==> src/hdl/xxtea_pkg.sv <==
// ----------------------------------------------------------------------------
// xxtea_pkg
// Shared types, constants and helpers for the XXTEA block cipher unit.
// ----------------------------------------------------------------------------
`default_nettype none

package xxtea_pkg;

   localparam int WORD_W        = 32;
   localparam int CNT_W         = 7;
   localparam int ROUND_W       = 6;
   localparam int KEY_IDX_W     = 2;
   localparam int KEY_WORDS     = 4;
   localparam int MAX_WORDS_DEF = 64;

   localparam logic [WORD_W-1:0] TEA_DELTA = 32'h9E37_79B9;

   typedef struct packed {
      logic              req_type;
      logic [WORD_W-1:0] data_word;
      logic              last_word;
   } xxtea_req_type;

   typedef struct packed {
      logic [WORD_W-1:0] result_word;
      logic              result_last;
      logic              block_error;
   } xxtea_rsp_type;

   typedef enum logic [2:0] {
      ST_LOAD,
      ST_PREP,
      ST_RUN,
      ST_EMIT_LD,
      ST_EMIT_WAIT
   } xxtea_state_type;

   // 6 + 52/n for a block of n words
   function automatic logic [ROUND_W-1:0] rounds_for(input logic [CNT_W-1:0] n);
      logic [ROUND_W-1:0] q;
      priority if (n >= 7'd53) q = 6'd0;
      else if (n >= 7'd27)     q = 6'd1;
      else if (n >= 7'd18)     q = 6'd2;
      else if (n >= 7'd14)     q = 6'd3;
      else if (n >= 7'd11)     q = 6'd4;
      else if (n >= 7'd9)      q = 6'd5;
      else if (n == 7'd8)      q = 6'd6;
      else if (n == 7'd7)      q = 6'd7;
      else if (n == 7'd6)      q = 6'd8;
      else if (n == 7'd5)      q = 6'd10;
      else if (n == 7'd4)      q = 6'd13;
      else if (n == 7'd3)      q = 6'd17;
      else                     q = 6'd26;
      return q + 6'd6;
   endfunction

endpackage

`default_nettype wire

==> src/hdl/xxtea_word_ram.sv <==
// ----------------------------------------------------------------------------
// xxtea_word_ram
// Block word store: one write port, one registered read port, write-first
// bypass when both ports hit the same entry.
// ----------------------------------------------------------------------------
`default_nettype none

module xxtea_word_ram
   import xxtea_pkg::*;
#(
   parameter int DEPTH = MAX_WORDS_DEF,
   parameter int AW    = $clog2(MAX_WORDS_DEF)
) (
   input  wire logic              clock,
   input  wire logic              wr_en,
   input  wire logic [AW-1:0]     wr_addr,
   input  wire logic [WORD_W-1:0] wr_data,
   input  wire logic [AW-1:0]     rd_addr,
   output logic      [WORD_W-1:0] rd_data
);

   logic [WORD_W-1:0] mem [DEPTH];
   logic [WORD_W-1:0] rd_ff;

   always_ff @(posedge clock) begin
      if (wr_en) begin
         mem[wr_addr] <= wr_data;
      end
      if (wr_en && (wr_addr == rd_addr)) begin
         rd_ff <= wr_data;
      end else begin
         rd_ff <= mem[rd_addr];
      end
   end

   assign rd_data = rd_ff;

endmodule

`default_nettype wire

==> src/hdl/xxtea_mix.sv <==
// ----------------------------------------------------------------------------
// xxtea_mix
// XXTEA MX mixing function with key word selection.
// ----------------------------------------------------------------------------
`default_nettype none

module xxtea_mix
   import xxtea_pkg::*;
(
   input  wire logic [WORD_W-1:0]    y,
   input  wire logic [WORD_W-1:0]    z,
   input  wire logic [WORD_W-1:0]    sum,
   input  wire logic [KEY_IDX_W-1:0] p_low,
   input  wire logic [WORD_W-1:0]    key [KEY_WORDS],
   output logic      [WORD_W-1:0]    mx
);

   logic [KEY_IDX_W-1:0] e;
   logic [KEY_IDX_W-1:0] kidx;
   logic [WORD_W-1:0]    a;
   logic [WORD_W-1:0]    b;

   always_comb begin
      e    = sum[3:2];
      kidx = p_low ^ e;
      a    = ((z >> 5) ^ (y << 2)) + ((y >> 3) ^ (z << 4));
      b    = (sum ^ y) + (key[kidx] ^ z);
      mx   = a ^ b;
   end

endmodule

`default_nettype wire

==> src/hdl/xxtea_block_cipher_unit.sv <==
// ----------------------------------------------------------------------------
// xxtea_block_cipher_unit
// XXTEA block encrypt/decrypt over a stored block of 32-bit words.
// ----------------------------------------------------------------------------
// Words of a block are taken one per cycle into a word RAM with one write
// port and one registered read port; the first word's req_type picks encrypt
// or decrypt. After the last word a setup state (ST_PREP) follows, then the
// transform runs one MX update per cycle, bounded by the one read and one
// write the RAM allows per cycle; a block of n words (2 <= n <= MAX_WORDS)
// takes 6 + 52/n rounds of n updates each. The n results then leave one per
// cycle while rsp_ready is held, after a first RAM read in ST_EMIT_LD, with
// result_last on the final word. A one-word block returns unchanged with
// block_error set; a block that ran past MAX_WORDS words has its extra words
// dropped and the rest transformed, with block_error set on every word.
// No new block is taken until the last result transaction of the previous
// one has gone.
// ----------------------------------------------------------------------------
`default_nettype none

module xxtea_block_cipher_unit
   import xxtea_pkg::*;
#(
   parameter int MAX_WORDS = MAX_WORDS_DEF
) (
   input  wire logic                 clock,
   input  wire logic                 reset,
   input  wire logic                 req_valid,
   output logic                      req_ready,
   input  wire xxtea_req_type        req_data,
   output logic                      rsp_valid,
   input  wire logic                 rsp_ready,
   output xxtea_rsp_type             rsp_data,
   input  wire logic                 csr_we,
   input  wire logic [KEY_IDX_W-1:0] csr_index,
   input  wire logic [WORD_W-1:0]    csr_wdata
);

   localparam int AW = $clog2(MAX_WORDS);
   localparam int CW = $clog2(MAX_WORDS + 1);

   localparam logic [CW-1:0] CNT_MAX = CW'(MAX_WORDS);

   xxtea_state_type    state_ff,     state_in;
   logic [CW-1:0]      count_ff,     count_in;
   logic               ovf_ff,       ovf_in;
   logic               dir_ff,       dir_in;
   logic               out_valid_ff, out_valid_in;

   logic [WORD_W-1:0]  first_ff,     first_in;
   logic [WORD_W-1:0]  last_ff,      last_in;
   logic [CW-1:0]      n_ff,         n_in;
   logic               err_ff,       err_in;
   logic [ROUND_W-1:0] rounds_ff,    rounds_in;
   logic [WORD_W-1:0]  sum_ff,       sum_in;
   logic [AW-1:0]      p_ff,         p_in;
   logic [WORD_W-1:0]  prev_ff,      prev_in;
   logic [WORD_W-1:0]  cur_ff,       cur_in;
   logic [WORD_W-1:0]  wrap_ff,      wrap_in;
   logic [AW-1:0]      idx_ff,       idx_in;
   logic [WORD_W-1:0]  out_word_ff,  out_word_in;
   logic               out_last_ff,  out_last_in;

   logic [WORD_W-1:0]  key_ff [KEY_WORDS];

   logic               ram_we;
   logic [AW-1:0]      ram_wa;
   logic [WORD_W-1:0]  ram_wd;
   logic [AW-1:0]      ram_ra;
   logic [WORD_W-1:0]  ram_rd;

   logic [CW-1:0]      n_dec;
   logic [AW-1:0]      nm1;
   logic [CW-1:0]      n_now;
   logic               is_wrap;
   logic [WORD_W-1:0]  mix_y;
   logic [WORD_W-1:0]  mix_z;
   logic [WORD_W-1:0]  mx;
   logic [WORD_W-1:0]  new_word;
   logic [CNT_W-1:0]   p_ext;
   logic [AW-1:0]      p_next;
   logic [AW-1:0]      idx_inc;

   // key registers
   always_ff @(posedge clock) begin
      if (reset) begin
         for (int k = 0; k < KEY_WORDS; k++) begin
            key_ff[k] <= '0;
         end
      end else if (csr_we) begin
         key_ff[csr_index] <= csr_wdata;
      end
   end

   xxtea_word_ram #(
      .DEPTH (MAX_WORDS),
      .AW    (AW)
   ) u_word_ram (
      .clock   (clock),
      .wr_en   (ram_we),
      .wr_addr (ram_wa),
      .wr_data (ram_wd),
      .rd_addr (ram_ra),
      .rd_data (ram_rd)
   );

   // round operand selection
   always_comb begin
      n_dec = n_ff - CW'(1);
      nm1   = n_dec[AW-1:0];
      p_ext = CNT_W'(p_ff);
      if (!dir_ff) begin
         is_wrap = (p_ff == nm1);
         mix_y   = is_wrap ? wrap_ff : ram_rd;
         mix_z   = prev_ff;
         p_next  = is_wrap ? '0 : p_ff + AW'(1);
      end else begin
         is_wrap = (p_ff == '0);
         mix_y   = prev_ff;
         mix_z   = is_wrap ? wrap_ff : ram_rd;
         p_next  = is_wrap ? nm1 : p_ff - AW'(1);
      end
   end

   xxtea_mix u_mix (
      .y     (mix_y),
      .z     (mix_z),
      .sum   (sum_ff),
      .p_low (p_ext[KEY_IDX_W-1:0]),
      .key   (key_ff),
      .mx    (mx)
   );

   assign new_word = dir_ff ? (cur_ff - mx) : (cur_ff + mx);

   always_comb begin
      state_in     = state_ff;
      count_in     = count_ff;
      ovf_in       = ovf_ff;
      dir_in       = dir_ff;
      out_valid_in = out_valid_ff;
      first_in     = first_ff;
      last_in      = last_ff;
      n_in         = n_ff;
      err_in       = err_ff;
      rounds_in    = rounds_ff;
      sum_in       = sum_ff;
      p_in         = p_ff;
      prev_in      = prev_ff;
      cur_in       = cur_ff;
      wrap_in      = wrap_ff;
      idx_in       = idx_ff;
      out_word_in  = out_word_ff;
      out_last_in  = out_last_ff;
      ram_we       = 1'b0;
      ram_wa       = p_ff;
      ram_wd       = new_word;
      ram_ra       = p_ff;
      req_ready    = 1'b0;
      idx_inc      = idx_ff + AW'(1);
      n_now        = (count_ff < CNT_MAX) ? (count_ff + CW'(1)) : count_ff;

      unique case (state_ff)
         ST_LOAD: begin
            req_ready = 1'b1;
            if (req_valid) begin
               if (count_ff == '0) begin
                  dir_in   = req_data.req_type;
                  first_in = req_data.data_word;
               end
               if (count_ff < CNT_MAX) begin
                  ram_we   = 1'b1;
                  ram_wa   = count_ff[AW-1:0];
                  ram_wd   = req_data.data_word;
                  last_in  = req_data.data_word;
                  count_in = count_ff + CW'(1);
               end else begin
                  ovf_in = 1'b1;
               end
               if (req_data.last_word) begin
                  n_in      = n_now;
                  err_in    = (n_now < CW'(2)) || ovf_ff || (count_ff == CNT_MAX);
                  rounds_in = rounds_for(CNT_W'(n_now));
                  count_in  = '0;
                  ovf_in    = 1'b0;
                  idx_in    = '0;
                  ram_ra    = '0;
                  state_in  = (n_now < CW'(2)) ? ST_EMIT_LD : ST_PREP;
               end
            end
         end

         ST_PREP: begin
            if (!dir_ff) begin
               prev_in = last_ff;
               cur_in  = first_ff;
               sum_in  = TEA_DELTA;
               p_in    = '0;
               ram_ra  = AW'(1);
            end else begin
               prev_in = first_ff;
               cur_in  = last_ff;
               sum_in  = WORD_W'(rounds_ff * TEA_DELTA);
               p_in    = nm1;
               ram_ra  = nm1 - AW'(1);
            end
            state_in = ST_RUN;
         end

         ST_RUN: begin
            ram_we  = 1'b1;
            ram_wa  = p_ff;
            ram_wd  = new_word;
            prev_in = new_word;
            cur_in  = is_wrap ? wrap_ff : ram_rd;
            p_in    = p_next;
            if (!dir_ff) begin
               if (p_ff == '0) begin
                  wrap_in = new_word;
               end
               ram_ra = p_next + AW'(1);
            end else begin
               if (p_ff == nm1) begin
                  wrap_in = new_word;
               end
               ram_ra = p_next - AW'(1);
            end
            if (is_wrap) begin
               sum_in    = dir_ff ? (sum_ff - TEA_DELTA) : (sum_ff + TEA_DELTA);
               rounds_in = rounds_ff - ROUND_W'(1);
               if (rounds_ff == ROUND_W'(1)) begin
                  idx_in   = '0;
                  ram_ra   = '0;
                  state_in = ST_EMIT_LD;
               end
            end
         end

         ST_EMIT_LD: begin
            out_valid_in = 1'b1;
            out_word_in  = ram_rd;
            out_last_in  = (idx_ff == nm1);
            ram_ra       = idx_inc;
            state_in     = ST_EMIT_WAIT;
         end

         ST_EMIT_WAIT: begin
            ram_ra = idx_inc;
            if (rsp_ready) begin
               if (idx_ff == nm1) begin
                  out_valid_in = 1'b0;
                  state_in     = ST_LOAD;
               end else begin
                  out_word_in = ram_rd;
                  out_last_in = (idx_inc == nm1);
                  idx_in      = idx_inc;
                  ram_ra      = idx_ff + AW'(2);
               end
            end
         end

         default: begin
            state_in = ST_LOAD;
         end
      endcase
   end

   always_ff @(posedge clock) begin
      if (reset) begin
         state_ff     <= ST_LOAD;
         count_ff     <= '0;
         ovf_ff       <= 1'b0;
         dir_ff       <= 1'b0;
         out_valid_ff <= 1'b0;
      end else begin
         state_ff     <= state_in;
         count_ff     <= count_in;
         ovf_ff       <= ovf_in;
         dir_ff       <= dir_in;
         out_valid_ff <= out_valid_in;
      end
   end

   always_ff @(posedge clock) begin
      first_ff    <= first_in;
      last_ff     <= last_in;
      n_ff        <= n_in;
      err_ff      <= err_in;
      rounds_ff   <= rounds_in;
      sum_ff      <= sum_in;
      p_ff        <= p_in;
      prev_ff     <= prev_in;
      cur_ff      <= cur_in;
      wrap_ff     <= wrap_in;
      idx_ff      <= idx_in;
      out_word_ff <= out_word_in;
      out_last_ff <= out_last_in;
   end

   assign rsp_valid            = out_valid_ff;
   assign rsp_data.result_word = out_word_ff;
   assign rsp_data.result_last = out_last_ff;
   assign rsp_data.block_error = err_ff;

endmodule

`default_nettype wire
==> config.mk <==
export PLATFORM = sky130hd
export DESIGN_NAME = xxtea_block_cipher_unit
export DESIGN_NICKNAME = d
export VERILOG_FILES = /design/src/hdl/xxtea_pkg.sv /design/src/hdl/xxtea_word_ram.sv /design/src/hdl/xxtea_mix.sv /design/src/hdl/xxtea_block_cipher_unit.sv
export SDC_FILE = /design/constraint.sdc
export NUM_CORES = 2
export LEC_CHECK = 0
export ABC_CLOCK_PERIOD_IN_PS = 11250
export BUFFER_PORTS_ARGS = -buffer_cell sky130_fd_sc_hd__buf_2
export CAP_MARGIN = 10
export CORE_MARGIN = 5
export CORE_UTILIZATION = 45
export CTS_CLUSTER_DIAMETER = 60
export DETAILED_ROUTE_END_ITERATION = 6
export SETUP_SLACK_MARGIN = 0.15
export SLEW_MARGIN = 20
export SYNTH_ARGS = -nofsm -noshare
export SYNTH_HDL_FRONTEND = slang
export SYNTH_SLANG_ARGS = --single-unit
==> constraint.sdc <==
create_clock -name clock -period 11.25 [get_ports clock]
set_input_delay 0.5625 -clock clock [delete_from_list [all_inputs] [get_ports clock]]
set_output_delay 0.5625 -clock clock [all_outputs]
set_load 0.02 [all_outputs]
# After elaboration in Yosys (flattened, before gate mapping)
# Memory sizes are Yosys's and may differ from the RTL's. A register that Yosys moved wholly into a read port is not among the register bits.
# Cells that the tools add are included.
# Widths: inputs -> output; s select.
[word_totals]
reg_bits = 391
ram_bits = 2048
memories = 1
wordCells = 204
out_inout_bits = 36
input_bits = 73
[mem_list]
columns = ["memory", "depth", "width", "rd", "rd_ports_with_merged_regs", "wr", "line", "rtl"]
rows = [
  ["u_word_ram.mem", 64, 32, 1, 1, 1, "xxtea_word_ram.sv:22", "logic [WORD_W-1:0] mem [DEPTH];"],
]
[op_classes]
bitwise = 8
n_addsub = 17
eq_ne = 24
reduce_logical = 23
n_mul = 1
n_lt_le_gt_ge = 11
muxes = 97
[ops]
columns = ["op", "count"]
rows = [
  ["$mux 32", 22],
  ["$pmux 32 s2", 4],
  ["$mux 6", 27],
  ["$bwmux 128", 1],
  ["$add 32x32->32", 3],
  ["$xor 32x32->32", 3],
  ["$bmux 32 s2", 1],
  ["$demux 32 s2", 1],
  ["$mux 5", 11],
  ["$add 32x32->32 const B", 1],
  ["$mul 6x32->32 const B", 1],
  ["$sub 32x32->32", 1],
  ["$sub 32x32->32 const B", 1],
  ["$xor 27x32->32", 1],
  ["$xor 29x32->32", 1],
  ["$pmux 6 s5", 1],
  ["$sub 6x1->6 const B", 5],
  ["$eq 7x3->1 const B", 4],
  ["$pmux 6 s2", 2],
  ["$ge 7x4->1 const B", 3],
  ["$reduce_and 3->1", 7],
  ["$add 6x1->6 const B", 3],
  ["$eq 6x6->1", 3],
  ["$mux 3", 6],
  ["other kinds (38)", 68],
]

# Logic depth before layout (Yosys ltp)
[depth]
depth_word = 22
ltp_mapped = 41
ltp_nobuf = 36

# Hierarchy
# Synthesis repeated with hierarchy kept, for this count alone.
[unflattened]
cells_unflattened = 6755
area_unflattened_um2 = 107887.2
[modules_own_cells]
columns = ["mod", "cells_each", "seq_area_each_um2", "area_per_inst_um2", "instances"]
rows = [
  ["xxtea_word_ram", 3485, 61619.1, 78519.1, 1],
  ["xxtea_block_cipher_unit", 2703, 10329.9, 24414.7, 1],
  ["xxtea_mix", 567, 0.0, 4953.5, 1],
]

# Least setup slack after synthesis
# Ideal clock, no wire load.
[synth_path]
path_kind = "register -> register"
from = "reg (tool-made name)"
to = "mem u_word_ram.mem[0][30] (data pin)"
path_buffers = 5
required_time_ps = 10548
arrival_time_ps = 11337
synth_period_minus_slack_ps = 12039
setup_slack_ps = -789
setup_time_ps = 702
stages_incl_launch_ff = 39
cell_sequence = "dfxtp_1 buf_2 buf_6 buf_4 clkbuf_1 buf_1 mux4_2 mux4_2 mux4_2 mux2i_1 nor2_1 a21oi_1 xnor2_1 ha_1 fa_1 a21o_1 a21oi_1 xnor3_1 (+3 left out) nor3b_1 nand4_1 nor2_1 nor2_1 xnor2_1 ha_1 a21oi_1 o21ai_0 a21o_1 a21o_1 a21oi_1 o21ai_0 a21o_1 a211oi_1 o311ai_0 a21oi_1 xor2_1 o21ai_0"
[synth_lines]
columns = ["item", "line"]
rows = [
  ["to (decl)", "xxtea_word_ram.sv:22"],
]

==> metrics.yaml <==
setup_path:
  crit_top_cell: "buf_12"
  cp.arrival_ns: 11.07
  cp_slowest_stage_delay_ns: 0.62
  required_ns: 11.93
  endpoint_kind: "flop"
  start_kind: "flop"
  worst_path_max_delay_cell: "o311ai_1"
  timing.rr.end: "u_word_ram.mem[42][31]$_DFFE_PP_"
  rrSetupSlack_ns: 0.86
  endpoint: "u_word_ram.mem[42][31]$_DFFE_PP_"
  reg2reg_depth: 33
  crit_fanout: 64
  path_class: "reg -> reg"
logic_synthesis:
  synth_top_area_frac: 0.642
  yosys_warnings: 0
  synth_area_sq_mm: 0.107
  synth_edf_count: 2298
  synth-seq-cells: 2445
  synth_area_leader_cell: "edfxtp_1"
  async_reset_ff_frac: 0
  synth.avg_cell_area_sq_um: 17.0
  netlist_instances: 6301
  synth_fp_nets: 6603
  ys.flop_type: "edfxtp_1"
  synth.yosys.seq_area_share: 0.670
  synth_area_leaders: "edfxtp_1, mux4_2, dfxtp_1"
  ys_types: 98
timing:
  setup_viol_count_final: 0
  slew_viol_final: 0
  rsz0062_at_grt: "false"
  hold_viol: 0
  fin_skew_ns: 0.0913
  slew_headroom: 0.245
  fin_crit_sh: 0.923
  timing.fmax_mhz: 96.3
  finalCriticalPeriod_ns: 10.39
  finalHoldWorstSlack_ns: 0.122
  tightest_slew_ns: 1.13
  timing.setup.tns_ns: 0
placed_design:
  dp_hpwl_um: 193000
  portBuffers: 108
  place_congestion: 0.931
final_layout:
  areaGrowthSynthToFinish_pct: 14.6
  multi_input_area_sq_mm: 0.0345
  seq_area_sq_mm: 0.0720
  layout.nets: 6999
  drive_above_1_share: 0.233
  final_common_cell: "edfxtp_1"
  nFillCells: 19100
  final_cell_mix: "edfxtp_1, mux4_2, nand2_1"
routing:
  first_pass_iters: 5
  routed_wl_um: 315000
  antenna_left: 0
  vias: 61200
  routed_via_density: 6.09
  remaining_drc_errors: 0
  post_drt_wl_per_cell_um: 31.4
  drt_first_iter_violations: 7268
floorplanning:
  die_w_um: 499
  ios: 109
  dieHeight_um: 499
  die-area_sq_mm: 0.249
  fp.coreArea_sq_mm: 0.238
  rows: 179
  start_util: 0.452
grt:
  grt_max_degree: 83
  met3_usage: 0.0434
  antenna_found_initial: 24
  overflow: 0
  grt_pass1_wl_um: 448000
  first_global_vias: 60500
  grtUsageTotal: 0.251
  use_met1: 0.352
  gr-usage-met2: 0.402
  grt-busiest-layer: "met2"
outcome:
  status: "completed"
clock_network:
  cts_tree: "yes"
  clk_path_buf_depth: 4
  clkTransAtPathRegs_ns: 0.06
  cts_max_level: 5
  clock_latency_ns: 0.94
  root_buffer: "clkbuf_16"
  clock-sinks: 2445
  cts_buffers: 275
min_path:
  worstHoldPathType: "in -> reg"
  hp-start: "rsp_ready"
job:
  maxCapViolCount: 0
[metal layers]
metal / vias up / routed length, um
li1: 25800 / -
met3: 479 / 25500
met5: - / 0
met1: 32200 / 129000
met4: 0 / 10700
met2: 2726 / 151000
[how the worst min path moves through the flow]
stage / cells past startpoint / end
2_1_floorplan: 2 / key_ff[32]$_SDFFE_PP0P_
3_3_place_gp: 2 / key_ff[75]$_SDFFE_PP0P_
3_5_place_dp: 2 / key_ff[84]$_SDFFE_PP0P_
4_1_cts: 4 / flop
5_1_grt: 4 / flop
6_report: 4 / flop
[state kept, by name (all words and copies together) (netlist names), 7 cells and up, named ones only]
name / count
count_ff: 7
cur_ff: 32
first_ff: 32
key_ff: 128
last_ff: 32
out_word_ff: 32
prev_ff: 32
sum_ff: 32
u_word_ram.mem: 2048
wrap_ff: 32
[metrics by stage]
step | area [sq um] | util | instances | worst slack (ns)
floorplan | 107000 | - | 6301 | 0.206
global placement | 114000 | 0.478 | 9515 | 0.518
detailed placement | 114000 | 0.478 | 9515 | 0.424
CTS | 123000 | 0.517 | 10000 | 0.367
global route | 123000 | 0.517 | 10100 | 0.219
finish | 123000 | 0.517 | 10100 | 0.863
[synth_stat cells (all sizes together) (48+ instances only)]
master and n:
a211oi 62, a21o 64, a21oi 373, buf 94
clkbuf 219, dfxtp 147, edfxtp 2298, ha 192
inv 141, mux2i 143, mux4 689, nand2 534
nand3 55, nor2 250, nor2b 58, nor3 48
o21ai 166, xnor2 223, xor2 127
[layout make-up]
type                    count  share of cell area
diodes                      4           0.0000813
flip-flops and latches   2445               0.585
clock buffers             329              0.0589
repair buffers            433              0.0289
multi-input cells        3400               0.280
well taps                3167              0.0322
clock inverters           138              0.0108
inverters                 142             0.00437
[kinds of logic after synthesis]
kind of cell | after synthesis | share of synthesized area
flops | 2445 | 0.670
simple gates | 1090 | 0.0449
compound gates | 885 | 0.0503
mux | 839 | 0.159
buf+inv | 456 | 0.0171
xor+xnor | 357 | 0.0301
fa+ha+maj | 229 | 0.0293
[worst max-delay path, delay by kind of cell, from the launching register on]
kind,cells,cell delay (ns)
and+or+nand+nor,9,2.40
AOI/OAI and AO/OA,7,2.08
muxes,4,1.74
xor gates and xnor gates,6,1.42
buffers and inverters,5,1.03
adders and majority gates,2,0.88
DFF,1,0.42
[what timing repair did]
item | in CTS | in global routing
gates resized for setup | 0 | 5
endpoints found under the setup margin | 0 | 451
buffers inserted | 0 | 7
hold endpoints to repair | 192 | 0
hold buffers | 65 | 0
Power is left out: the tool's default activity adds up to more than one toggle a clock period on the data nets, which glitch-free logic cannot reach.
